==> src/sv/aar_pkg.sv <==
// Shared types, constants and fixed-point helpers for the axis-angle rotation block.
package aar_pkg;

  localparam int FRAC_BITS = 14;
  localparam int VAL_W     = 20;
  localparam int ENT_W     = 16;
  localparam int IN_W      = 16;
  localparam int SQ_STEPS  = 32;
  localparam int DIV_STEPS = 16;
  localparam int SER_STEPS = 7;

  // quarter-angle conversion: Q3.13 / 4 -> FRAC_BITS fraction bits
  localparam int QSH   = 15 - FRAC_BITS;
  localparam int QHALF = 1 << (QSH - 1);

  typedef logic signed [VAL_W-1:0] val_t;
  typedef logic signed [ENT_W-1:0] ent_t;
  typedef logic signed [IN_W-1:0]  in_t;

  localparam val_t ONE     = val_t'(1 << FRAC_BITS);
  localparam val_t ENT_MAX = val_t'((1 << (ENT_W - 1)) - 1);
  localparam val_t ENT_MIN = -val_t'(1 << (ENT_W - 1));

  typedef struct packed {
    in_t  x;
    in_t  y;
    in_t  z;
    in_t  ang;
    logic zero;
  } side_t;

  typedef struct packed {
    logic [32:0] rem;
    logic [31:0] root;
    logic [63:0] rad;
    side_t       side;
  } sq_word_t;

  typedef struct packed {
    logic [31:0] part;
    logic [15:0] low;
    logic [15:0] quo;
    logic        neg;
  } div_lane_t;

  typedef struct packed {
    logic [31:0]     s;
    div_lane_t [2:0] lane;
    in_t             ang;
    logic            zero;
  } div_word_t;

  typedef struct packed {
    val_t q;
    val_t q2;
    val_t ps;
    val_t pc;
    val_t u;
    val_t v;
    val_t w;
    logic zero;
  } ser_word_t;

  // series divisors per step: cosine (2k-1)(2k) for k=7..1, sine (2k)(2k+1) for k=6..1.
  // Sine step 0 has a zero reciprocal, so the term passes ONE through.
  localparam logic [31:0] RECIP_C [SER_STEPS] = '{
    32'((64'd4294967296 + 64'd181) / 64'd182),
    32'((64'd4294967296 + 64'd131) / 64'd132),
    32'((64'd4294967296 + 64'd89)  / 64'd90),
    32'((64'd4294967296 + 64'd55)  / 64'd56),
    32'((64'd4294967296 + 64'd29)  / 64'd30),
    32'((64'd4294967296 + 64'd11)  / 64'd12),
    32'((64'd4294967296 + 64'd1)   / 64'd2)
  };
  localparam logic [7:0] HALF_C [SER_STEPS] = '{
    8'(182 / 2), 8'(132 / 2), 8'(90 / 2), 8'(56 / 2), 8'(30 / 2), 8'(12 / 2), 8'(2 / 2)
  };
  localparam logic [31:0] RECIP_S [SER_STEPS] = '{
    32'd0,
    32'((64'd4294967296 + 64'd155) / 64'd156),
    32'((64'd4294967296 + 64'd109) / 64'd110),
    32'((64'd4294967296 + 64'd71)  / 64'd72),
    32'((64'd4294967296 + 64'd41)  / 64'd42),
    32'((64'd4294967296 + 64'd19)  / 64'd20),
    32'((64'd4294967296 + 64'd5)   / 64'd6)
  };
  localparam logic [7:0] HALF_S [SER_STEPS] = '{
    8'd0, 8'(156 / 2), 8'(110 / 2), 8'(72 / 2), 8'(42 / 2), 8'(20 / 2), 8'(6 / 2)
  };

  function automatic logic [VAL_W-1:0] mag(val_t a);
    return a[VAL_W-1] ? VAL_W'(-a) : VAL_W'(a);
  endfunction

  // |a|*|b| rounded half away from zero, sign applied after
  function automatic val_t fx_mul(val_t a, val_t b);
    logic [2*VAL_W-1:0] p;
    logic [2*VAL_W-1:0] r;
    val_t m;
    p = (2*VAL_W)'(mag(a)) * (2*VAL_W)'(mag(b));
    r = (p + (2*VAL_W)'(1 << (FRAC_BITS - 1))) >> FRAC_BITS;
    m = val_t'(r[VAL_W-1:0]);
    return (a[VAL_W-1] ^ b[VAL_W-1]) ? -m : m;
  endfunction

  function automatic ent_t clamp_entry(val_t v);
    val_t t;
    t = v;
    if (t > ONE) t = ONE;
    if (t < -ONE) t = -ONE;
    if (t > ENT_MAX) t = ENT_MAX;
    if (t < ENT_MIN) t = ENT_MIN;
    return ent_t'(t);
  endfunction

endpackage

==> src/sv/aar_sqrt_cell.sv <==
// One root bit of the bit-serial integer square root chain.
module aar_sqrt_cell import aar_pkg::*; (
  input  logic     clk,
  input  logic     rst,
  input  logic     en,
  input  logic     in_valid,
  input  sq_word_t in_w,
  output logic     out_valid,
  output sq_word_t out_w
);

  logic [34:0] cur;
  logic [33:0] trial;
  logic        ge;
  sq_word_t    w_next;

  always_comb begin
    cur    = {in_w.rem, in_w.rad[63:62]};
    trial  = {in_w.root, 2'b01};
    ge     = cur >= {1'b0, trial};
    w_next = in_w;
    w_next.rad = {in_w.rad[61:0], 2'b00};
    if (ge) begin
      w_next.rem  = 33'(cur - {1'b0, trial});
      w_next.root = {in_w.root[30:0], 1'b1};
    end else begin
      w_next.rem  = cur[32:0];
      w_next.root = {in_w.root[30:0], 1'b0};
    end
  end

  always_ff @(posedge clk) begin
    if (rst) begin
      out_valid <= 1'b0;
    end else if (en) begin
      out_valid <= in_valid;
    end
  end

  always_ff @(posedge clk) begin
    if (en) begin
      out_w <= w_next;
    end
  end

endmodule

==> config.mk <==
export PLATFORM = sky130hd
export DESIGN_NAME = aar_sqrt_cell
export DESIGN_NICKNAME = d
export VERILOG_FILES = /design/src/sv/aar_pkg.sv /design/src/sv/aar_sqrt_cell.sv
export SDC_FILE = /design/constraint.sdc
export NUM_CORES = 1
export LEC_CHECK = 0
export ABC_AREA = 1
export BUFFER_PORTS_ARGS = -buffer_cell sky130_fd_sc_hd__buf_2
export CORE_AREA = 5 5 152 154
export DETAILED_ROUTE_END_ITERATION = 8
export DIE_AREA = 0 0 157 159
export PLACE_DENSITY_LB_ADDON = 0.3
export RECOVER_POWER = 50
export SYNTH_ARGS = -nofsm -noshare
export SYNTH_HDL_FRONTEND = slang
export SYNTH_SLANG_ARGS = --single-unit
==> constraint.sdc <==
create_clock -name clk -period 2.27 [get_ports clk]
set_input_delay 0.3405 -clock clk [delete_from_list [all_inputs] [get_ports clk]]
set_output_delay 0.3405 -clock clk [all_outputs]
set_load 0.05 [all_outputs]
# == Word-level counts from Yosys, hierarchy flattened ==
# Index checks and enable logic that the tools add are counted.
# totals
reg_bits,193
latchBits,0
mem_bits_rw,0
romBits,0
out_inout_bits,195
elab_cells,12
mem_count,0
# op_classes
n_addsub,1
n_mul,0
div,0
order_cmp,1
n_eq_ne,0
shifts,0
n_mux,1
bitwise_logic,0
n_reduce_logical,0
# ops
op,count
$mux 65,1
$ge 35x34->1,1
$sub 33x33->33,1

# == Longest topological paths before layout ==
# depth
ltp_word,2
ltp_mapped,16
mapped_depth_nobuf,15

# == Least setup slack after synthesis ==
# No wires, ideal clock.
# synth_path
kind,input to register
start,input in_w[137] in the netlist's numbering
end,register out_w[192] in the netlist's numbering (data pin)
setup_time_ns,0.253
t_arrival_ns,1.673
t_required_ns,2.017
path_slack_ns,0.344
cell_stages,15
path_buffers,1
cell_sequence,inv_1 > ha_1 > nand2_1 > inv_2 > nand2_1 > nand2_1 > inv_2 > nand2_1 > nand2_1 > nand3_1 > nand2_2 > nand2_4 > buf_4 > nand3_1 > nand2_1
# synth_rtl
element,line,source
"start, declared",aar_sqrt_cell.sv:7,"input sq_word_t in_w,"
"end signal, assigned",aar_sqrt_cell.sv:42,out_w <= w_next;
"end, declared",aar_sqrt_cell.sv:9,output sq_word_t out_w

# == Worst setup path after layout ==
# layout_path
start,input en
end,register out_w[85] in the netlist's numbering (enable)
# layout_rtl
element,line,source
"start, declared",aar_sqrt_cell.sv:5,"input logic en,"
# No word-level cell between the ends.

==> out/qor.txt <==
Worst path buffer plus inverter count: 2
Pwr/cell area: 843 nW/um^2
Postcts setup bufs: 0
GP Congestion: 0.910
Hpwl dp: 23700 microns
Clock root cell: clkbuf_16
Worst path arrival time: 1.96 ns
DRC viols: 0
Sequential share of power: 43.1%
Worst Hold Class: in2reg
Initial core utilization: 41.7%
Pint: 6.47 mW
WL final: 29000 microns
Number of global-route vias before repair: 7320
Placed insts: 1573
Worst-Margin Slew: 1.07 ns
Clk pwr share: 30.7%
WL/cell: 18.0 microns
Final worst-path cycle share: 83.4%
H-Tree Depth: 4
Nets: 1544
Syn Std Cell Area: 8990 sq um
CTS resizes: 0
RSZ-0062 raised after global routing: no
Yosys warns: 0
CP delay by family, top: buffers and inverters
Maxcap violations: 0
Cells after Synth: 882
Synth Area per Inst: 10.2 sq um
Sw Ratio: 36.2%
Endpoints failing setup: 0
Total CTS buffers: 17
Hold Vio Cnt, Final: 0
Die Ht: 159 microns
Io pins: 393
Global-route wire length before repair: 41600 microns
Post-CTS Hold Buffers: 0
Clk_lat worst skew: 0.43 ns
Critical Path Max Stage Delay: 0.81 ns
Overall Global Routing Usage: 22.2%
Post-DRT Antenna Nets: 0
Drt first pass iters: 7
Post-DP Area: 11500 sq um
Async SR Flop Fraction: 0%
Reg area: 5790 sq um
Initial antenna violation count: 3
Crit-path cells: clkbuf_2, clkbuf_2
Via count: 7424
Final core occ: 55.9%
Fin crit period: 1.89 ns
CP required: 2.34 ns
Remaining Overflow, GRT: 0
CP max FO: 38
CTS tree: yes
Post-route cell area: 12000 sq um
Register area share after synthesis: 64.4%
Fin Setup TNS: 0 ns
CTS Sinks: 193
Die width: 157 microns
Crit path capture type: flop
CP max stage cell: clkbuf_2
Seq cells post-synth: 193
R2r setup slk: 1.64 ns
Leak pwr: 6.05 nW
Final WS setup: 0.376 ns
Worst slew margin: 29.0%
IR drop worst, VDD: 0.000517 V
I/O Buffers: 390
Layout cell share with drive strength beyond 1: 34.0%
Cell Count, Final, Fillers Out: 1606
Max-slew violation count: 0
Clk buf depth: 2
Placement-stage worst setup slack: -0.0150 ns
Worst hold slack: 0.0650 ns
Row count: 54
Final Skew: 0 ns
Core area: 21600 sq um
Sw power: 3.68 mW
P&R area growth vs syn: 33.9%
# fillers: 1964
Type of the worst setup path: in2reg
Clk slew on worst S/H paths: 0.08 ns
Most Frequent Cell on Critical Path: clkbuf_2
Multi-input logic area: 2530 sq um
Distinct cells, synth: 29
Status: finished clean
Power share of the combinational group: 26.1%
Pwr Total: 10.1 mW
First-iteration detailed-routing DRC count: 463
CP Launch Type: input pin
Max Freq: 528 MHz
Pin count of the biggest net entering global routing: 41
Post-synth top flop: edfxtp_1
Post-synth EDFFs: 192
Vias per cell: 4.62
Die footprint: 25000 sq um
[area by class of cell]
| class | instances | share of cell area [%] |
|---|---|---|
| Clock inverter | 15 | 1.66 |
| Multi-Input combinational cell | 522 | 21.0 |
| Inverter | 160 | 5.01 |
| Tap cell | 280 | 2.91 |
| Antenna cell | 1 | 0.0208 |
| Sequential cell | 193 | 48.1 |
| Timing Repair Buffer | 418 | 17.8 |
| Clock buffer | 17 | 3.53 |
[power by group through the flow]
stage,Clock [mW],Sequential [mW],Combinational (mW)
after floorplan,0,5.61,0.664
after global placement,0,4.45,2.65
after detailed placement,0,4.45,2.68
after CTS,3.18,4.38,2.69
after global routing,3.33,4.40,2.82
final,3.12,4.38,2.65
[routing by layer]
metal	track usage, %	up-vias	routed length [microns]
met5	0	-	27
met4	7.34	4	913
met3	5.00	48	2140
met2	39.9	275	14900
met1	26.0	3394	11000
li1	-	3703	-
[cell usage after synthesis, types with 7 or more instances]
cell	count	area [sq um]
xor2_1	14	123
inv_2	11	41.3
inv_1	148	556
and2_1	7	43.8
nand3b_1	10	75.1
a21oi_1	21	105
nor3_1	9	45.0
nand3_1	39	195
nand2_1	327	1230
edfxtp_1	192	5770
nor2_1	39	146
ha_1	34	425
[cells by family (layout without fill, tap and decap cells)]
logic type / after synthesis / count (layout) / synth area share (%)
buffers and inverters: 168 / 610 / 7.50
other: 1 / 3 / 0.0417
AO/OA/AOI/OAI: 25 / 25 / 1.48
AND/OR/NAND/NOR: 446 / 446 / 20.4
multiplexers: 1 / 1 / 0.111
adder cells (fa/ha/maj): 34 / 34 / 4.73
XOR/XNOR: 14 / 14 / 1.36
flip-flops: 193 / 193 / 64.4
[worst paths after layout]
| path | from | to | depth (start not counted) |
|---|---|---|---|
| min | rst | out_valid | 2 |
| min reg2reg | out_valid | out_valid | 2 |
| max reg2reg | out_valid | out_valid | 2 |
| max | en | out_w[85] | 2 |
[state kept, by name, summed over array words and instances (netlist names)]
signal	count
out_w	192
out_valid	1
[cells in the final DEF (no fill, tap or decap), types with 21 or more instances in the layout]
| cell type | Yosys | final |
|---|---|---|
| a21oi_1 | 21 | 21 |
| buf_2 | 0 | 368 |
| buf_4 | 5 | 23 |
| clkbuf_1 | 0 | 21 |
| edfxtp_1 | 192 | 192 |
| ha_1 | 34 | 34 |
| inv_1 | 148 | 148 |
| nand2_1 | 327 | 327 |
| nand3_1 | 39 | 39 |
| nor2_1 | 39 | 39 |
Note: power is estimated with default switching activity, not from simulation.
