===== src/sv/aar_pkg.sv =====
// Shared types, constants and fixed-point helpers for the axis-angle rotation block.
package aar_pkg;

  localparam int FRAC_BITS = 14;
  localparam int VAL_W     = 20;
  localparam int ENT_W     = 16;
  localparam int IN_W      = 16;
  localparam int SQ_STEPS  = 32;
  localparam int DIV_STEPS = 16;
  localparam int SER_STEPS = 7;

  // quarter-angle conversion: Q3.13 / 4 -> FRAC_BITS fraction bits
  localparam int QSH   = 15 - FRAC_BITS;
  localparam int QHALF = 1 << (QSH - 1);

  typedef logic signed [VAL_W-1:0] val_t;
  typedef logic signed [ENT_W-1:0] ent_t;
  typedef logic signed [IN_W-1:0]  in_t;

  localparam val_t ONE     = val_t'(1 << FRAC_BITS);
  localparam val_t ENT_MAX = val_t'((1 << (ENT_W - 1)) - 1);
  localparam val_t ENT_MIN = -val_t'(1 << (ENT_W - 1));

  typedef struct packed {
    in_t  x;
    in_t  y;
    in_t  z;
    in_t  ang;
    logic zero;
  } side_t;

  typedef struct packed {
    logic [32:0] rem;
    logic [31:0] root;
    logic [63:0] rad;
    side_t       side;
  } sq_word_t;

  typedef struct packed {
    logic [31:0] part;
    logic [15:0] low;
    logic [15:0] quo;
    logic        neg;
  } div_lane_t;

  typedef struct packed {
    logic [31:0]     s;
    div_lane_t [2:0] lane;
    in_t             ang;
    logic            zero;
  } div_word_t;

  typedef struct packed {
    val_t q;
    val_t q2;
    val_t ps;
    val_t pc;
    val_t u;
    val_t v;
    val_t w;
    logic zero;
  } ser_word_t;

  // series divisors per step: cosine (2k-1)(2k) for k=7..1, sine (2k)(2k+1) for k=6..1.
  // Sine step 0 has a zero reciprocal, so the term passes ONE through.
  localparam logic [31:0] RECIP_C [SER_STEPS] = '{
    32'((64'd4294967296 + 64'd181) / 64'd182),
    32'((64'd4294967296 + 64'd131) / 64'd132),
    32'((64'd4294967296 + 64'd89)  / 64'd90),
    32'((64'd4294967296 + 64'd55)  / 64'd56),
    32'((64'd4294967296 + 64'd29)  / 64'd30),
    32'((64'd4294967296 + 64'd11)  / 64'd12),
    32'((64'd4294967296 + 64'd1)   / 64'd2)
  };
  localparam logic [7:0] HALF_C [SER_STEPS] = '{
    8'(182 / 2), 8'(132 / 2), 8'(90 / 2), 8'(56 / 2), 8'(30 / 2), 8'(12 / 2), 8'(2 / 2)
  };
  localparam logic [31:0] RECIP_S [SER_STEPS] = '{
    32'd0,
    32'((64'd4294967296 + 64'd155) / 64'd156),
    32'((64'd4294967296 + 64'd109) / 64'd110),
    32'((64'd4294967296 + 64'd71)  / 64'd72),
    32'((64'd4294967296 + 64'd41)  / 64'd42),
    32'((64'd4294967296 + 64'd19)  / 64'd20),
    32'((64'd4294967296 + 64'd5)   / 64'd6)
  };
  localparam logic [7:0] HALF_S [SER_STEPS] = '{
    8'd0, 8'(156 / 2), 8'(110 / 2), 8'(72 / 2), 8'(42 / 2), 8'(20 / 2), 8'(6 / 2)
  };

  function automatic logic [VAL_W-1:0] mag(val_t a);
    return a[VAL_W-1] ? VAL_W'(-a) : VAL_W'(a);
  endfunction

  // |a|*|b| rounded half away from zero, sign applied after
  function automatic val_t fx_mul(val_t a, val_t b);
    logic [2*VAL_W-1:0] p;
    logic [2*VAL_W-1:0] r;
    val_t m;
    p = (2*VAL_W)'(mag(a)) * (2*VAL_W)'(mag(b));
    r = (p + (2*VAL_W)'(1 << (FRAC_BITS - 1))) >> FRAC_BITS;
    m = val_t'(r[VAL_W-1:0]);
    return (a[VAL_W-1] ^ b[VAL_W-1]) ? -m : m;
  endfunction

  function automatic ent_t clamp_entry(val_t v);
    val_t t;
    t = v;
    if (t > ONE) t = ONE;
    if (t < -ONE) t = -ONE;
    if (t > ENT_MAX) t = ENT_MAX;
    if (t < ENT_MIN) t = ENT_MIN;
    return ent_t'(t);
  endfunction

endpackage


===== src/sv/aar_div_cell.sv =====
// One quotient bit of the restoring division, three axis lanes side by side.
module aar_div_cell import aar_pkg::*; (
  input  logic      clk,
  input  logic      rst,
  input  logic      en,
  input  logic      in_valid,
  input  div_word_t in_w,
  output logic      out_valid,
  output div_word_t out_w
);

  logic [32:0] cur;
  logic        ge;
  div_word_t   w_next;

  always_comb begin
    w_next = in_w;
    cur    = '0;
    ge     = 1'b0;
    for (int i = 0; i < 3; i++) begin
      cur = {in_w.lane[i].part, in_w.lane[i].low[15]};
      ge  = cur >= {1'b0, in_w.s};
      w_next.lane[i].part = ge ? 32'(cur - {1'b0, in_w.s}) : cur[31:0];
      w_next.lane[i].low  = {in_w.lane[i].low[14:0], 1'b0};
      w_next.lane[i].quo  = {in_w.lane[i].quo[14:0], ge};
    end
  end

  always_ff @(posedge clk) begin
    if (rst) begin
      out_valid <= 1'b0;
    end else if (en) begin
      out_valid <= in_valid;
    end
  end

  always_ff @(posedge clk) begin
    if (en) begin
      out_w <= w_next;
    end
  end

endmodule


===== config.mk =====
export PLATFORM = sky130hd
export DESIGN_NAME = aar_div_cell
export DESIGN_NICKNAME = d
export VERILOG_FILES = /design/src/sv/aar_pkg.sv /design/src/sv/aar_div_cell.sv
export SDC_FILE = /design/constraint.sdc
export NUM_CORES = 1
export LEC_CHECK = 0
export BUFFER_PORTS_ARGS = -buffer_cell sky130_fd_sc_hd__buf_4
export CORE_AREA = 2 2 194 196
export DETAILED_ROUTE_END_ITERATION = 8
export DIE_AREA = 0 0 196 198
export HOLD_SLACK_MARGIN = 0.06
export SYNTH_ARGS = -nofsm -noshare
export SYNTH_HDL_FRONTEND = slang
export SYNTH_SLANG_ARGS = --single-unit

===== constraint.sdc =====
create_clock -name clk -period 4.8 [get_ports clk]
set_input_delay 0.48 -clock clk [delete_from_list [all_inputs] [get_ports clk]]
set_output_delay 0.48 -clock clk [all_outputs]
set_load 0.05 [all_outputs]

# ---- Yosys cells after proc, flatten, opt, wreduce, memory -nomap -nowiden
# Cells that the tools add are included.
dict set report word_totals {
  register_bits 242
  inputBits 248
  output_inout_bits 245
  word_cells 25
}
dict set report op_classes {
  add_sub_neg 3
  magnitude_cmp 3
  n_mux 3
}
# op n
set ops {}
lappend ops {{greater-or-equal comparator 33 x 32 -> 1 bit} 3}
lappend ops {{2-to-1 mux 32 bit} 3}
lappend ops {{subtractor 32 bit} 3}

# ---- Logic depth before layout (Yosys ltp)
dict set report depth {
  depth_word 2
  mapped_depth 13
  mapped_depth_nobuf 11
}

# ---- Worst setup path before layout
# No wires, ideal clock.
dict set report synth_path {
  path_kind {in2reg}
  from {in in_w[215] (netlist bit)}
  to {reg out_w[190] (netlist bit) (data pin)}
  setup_time_ns 0.260
  t_arrival_ns 2.676
  required_ns 4.540
  path_slack_ns 1.864
  stages 11
  n_path_buf 1
  cell_sequence {inv_1 > ha_1 > and3_1 > o21a_1 > o31a_1 > o31a_1 > a21bo_1 > o41ai_2 > inv_2 > buf_6 > mux2_4}
}
# item line
set synth_lines {}
lappend synth_lines {{start: declaration} aar_div_cell.sv:7} ;# input div_word_t in_w,
lappend synth_lines {{end signal: assignment} aar_div_cell.sv:39} ;# out_w <= w_next;
lappend synth_lines {{end: declaration} aar_div_cell.sv:9} ;# output div_word_t out_w

==> impl_metrics.env <==
export IMPL_outcome="complete, no violations"
export IMPL_tns_ns=0
export IMPL_dp_cells=2219
export IMPL_maxCapViolCount=0
export IMPL_initial_core_util_pct=38.0
export IMPL_grtUsageMet2_pct=42.6
export IMPL_gp_congestion=0.876
export IMPL_top_usage_layer="met2"
export IMPL_clk_pin_slew_worst_paths_ns=0.06
export IMPL_yosysSeqAreaShare_pct=51.7
export IMPL_clock_skew_ns=0
export IMPL_crit_type="input pin to flop"
export IMPL_layout_commonest_cell="buf_4"
export IMPL_syn_area_sq_um=14000
export IMPL_tightest_slew_ns=0.904
export IMPL_stdcell_count=2277
export IMPL_netlist_cell_type_count=76
export IMPL_worstRegToRegCells=2
export IMPL_dieHeight_um=198
export IMPL_cts_tree="done"
export IMPL_synthTopCellsByArea="edfxtp_1 52%, ha_1 8.6%, a21oi_1 4.5%, o21ai_0 3.5%, nor2_1 2.9%"
export IMPL_yosysWarnings=0
export IMPL_dp_hpwl_mm=39.0
export IMPL_synthFlopType="edfxtp_1"
export IMPL_via_count=12000
export IMPL_area_growth_pct=35.9
export IMPL_cts_resized=0
export IMPL_cp_arrival_ns=3.53
export IMPL_crit_buf_inv=3
export IMPL_regToRegSetupSlack_ns=4.20
export IMPL_nFillCells=3428
export IMPL_hold_depth=1
export IMPL_worst_path_stages=11
export IMPL_placementRows=71
export IMPL_mostFrequentLayoutCells="488 x buf_4, 241 x edfxtp_1, 126 x a21oi_1"
export IMPL_routed_via_density=5.27
export IMPL_cp_start_kind="input pin"
export IMPL_fin_util_pct=51.6
export IMPL_avgSynthCellArea_sq_um=10.8
export IMPL_grt_pass1_wl_mm=69.3
export IMPL_crit_path_top_delay_cell="o31ai_4"
export IMPL_layout_nets=2124
export IMPL_synth_top_area_share_pct=51.5
export IMPL_cts_root_buf="clkbuf_16"
export IMPL_grt_pass1_vias=11400
export IMPL_detailedRoute_firstIterationViolations=696
export IMPL_rr_endpoint="out_valid$_SDFFE_PP0P_"
export IMPL_leakagePower_nw=8.26
export IMPL_crit_required_ns=5.10
export IMPL_cts_htree_levels=1
export IMPL_power_density_nw_per_um2=385
export IMPL_rsz0062_at_grt="false"
export IMPL_synth_top_area_cell="edfxtp_1"
export IMPL_irDropWorstVdd_uv=224
export IMPL_insertion_delay_ns=0.55
export IMPL_drt_total_wl_mm=48.7
export IMPL_first_pass_iters=5
export IMPL_drv_slew=0
export IMPL_drc=0
export IMPL_post_route_min_period_ns=3.23
export IMPL_grtUsageMet1_pct=27.3
export IMPL_ys_ff_latch=242
export IMPL_ios=493
export IMPL_die_w_um=196
export IMPL_drive_gt1_share_pct=31.6
export IMPL_numCtsBuffers=29
export IMPL_hp_start="in_w[17]"
export IMPL_fmax_ghz=0.309
export IMPL_grt_met3_usage_pct=6.20
export IMPL_grt_total_usage_pct=23.8
export IMPL_path_max_fanout=50
export IMPL_critPathCaptureType="flop"
export IMPL_synth_cells=1305
export IMPL_grt_max_degree=111
export IMPL_ys_async_sr_fraction_pct=0
export IMPL_hold_viol=0
export IMPL_cts_max_path_buffers=3
export IMPL_path_delay_family="compound AO/OA/AOI/OAI gates"
export IMPL_wire_per_inst_um=21.4
export IMPL_synth_edf_count=241
export IMPL_whs_endpoint="out_w[17]$_DFFE_PP_"
export IMPL_ant_nets=0
export IMPL_reg2reg_from="out_valid$_SDFFE_PP0P_"
export IMPL_max_stage_delay_ns=0.51
export IMPL_overflow=0
export IMPL_port_buffers=486
export IMPL_finalCritPeriodShare_pct=67.3
export IMPL_antenna_found_initial=7
export IMPL_coreArea_sq_um=37000
export IMPL_die_area_sq_um=38800
export IMPL_crit_chain="buf_4 > inv_1 > ha_1 > nand4_1 > a21oi_1 > o31ai_2 > o31ai_4 > a21oi_1 > o31ai_4 > buf_12 > mux2_2"
export IMPL_hold_path_class="input pin to flop"
export IMPL_setup_viol=0
export IMPL_slew_limit_headroom_pct=39.7
export IMPL_numClockSinks=242
-- timing repair --
action / CTS / global route
endpoints found under the hold margin: 1 / 0
hold buffers: 1 / 0
buffers inserted: 0 / 0
-- cells in the mapped netlist (3+ instances only) --
master	count
o2111ai_1	3
buf_6	3
nor3b_1	3
o22ai_1	3
o31ai_1	11
fa_1	3
nand3b_1	4
a21o_1	44
o21ai_0	97
a31oi_1	17
a211o_1	3
nand4_1	23
and3_1	10
buf_4	5
nand2b_1	12
xor2_1	31
nor3_1	20
nor4_1	6
nor2b_1	13
a21boi_0	5
a211oi_1	6
mux2_4	5
o211ai_1	5
nand2_1	106
a21oi_1	126
edfxtp_1	241
inv_1	66
nand3_1	22
nor2_1	109
o31a_1	8
clkbuf_1	30
mux2_2	8
a31o_2	3
a41oi_1	7
and2_1	6
xnor2_1	39
mux2i_1	4
ha_1	96
o21bai_1	13
o21a_1	17
buf_2	15
or2_2	6
or3_1	5
a311o_1	3
-- flip-flops by register name (all words and copies together) (netlist names) --
| name | count |
|---|---|
| out_valid | 1 |
| out_w | 241 |
-- where the power goes --
group | switching (mW) | internal, mW
Sequential | 0.0708 | 2.62
Combinational | 1.66 | 0.828
Clock | 0.903 | 1.26
Total | 2.63 | 4.72
-- final cells by class --
cell class	count	area (sq um)	share of cell area, %
antenna	3	7.51	0.0393
inverter	67	251	1.32
sequential	242	7260	38.0
clock buffer	30	729	3.82
timing repair buffer	493	3750	19.6
multi-input combinational	944	6290	33.0
tap	474	593	3.11
clock inverter	24	205	1.08
-- logic make-up after synthesis --
family                   share of synthesized area (%)
AO/OA/AOI/OAI                                     18.3
AND/OR/NAND/NOR                                   11.5
flip-flops                                        51.7
buffers and inverters                             3.66
adder cells (fa/ha/maj)                           8.98
XOR/XNOR                                          4.36
multiplexers                                      1.46
other                                           0.0267
-- layer usage --
metal  share of wire [%]  routed length (um)
met1                  38               18700
met2                  50               24200
met3                 7.6                3700
met4                 4.0                1960
met5                0.12                  56
-- worst max-delay path by stage --
stage / start / endpoint
floorplan: in_w[215] / out_w[190]$_DFFE_PP_
global placement: in_w[215] / out_w[191]$_DFFE_PP_
detailed placement: in_w[214] / out_w[69]$_DFFE_PP_
CTS: in_w[215] / out_w[201]$_DFFE_PP_
global route: in_w[214] / out_w[69]$_DFFE_PP_
finish: in_w[215] / out_w[119]$_DFFE_PP_
-- stage by stage --
step	hold WS (ns)	power (mW)	area, sq um	worst slack, ns
CTS	0.0638	7.43	19100	1.59
detailed placement	0.510	5.23	18100	1.01
global placement	0.481	5.21	18100	1.08
floorplan	0.552	4.38	14100	1.86
global route	0.0658	7.66	19100	1.28
finish	0.0990	7.35	19100	1.57
Power figures use the tool's default switching activity.
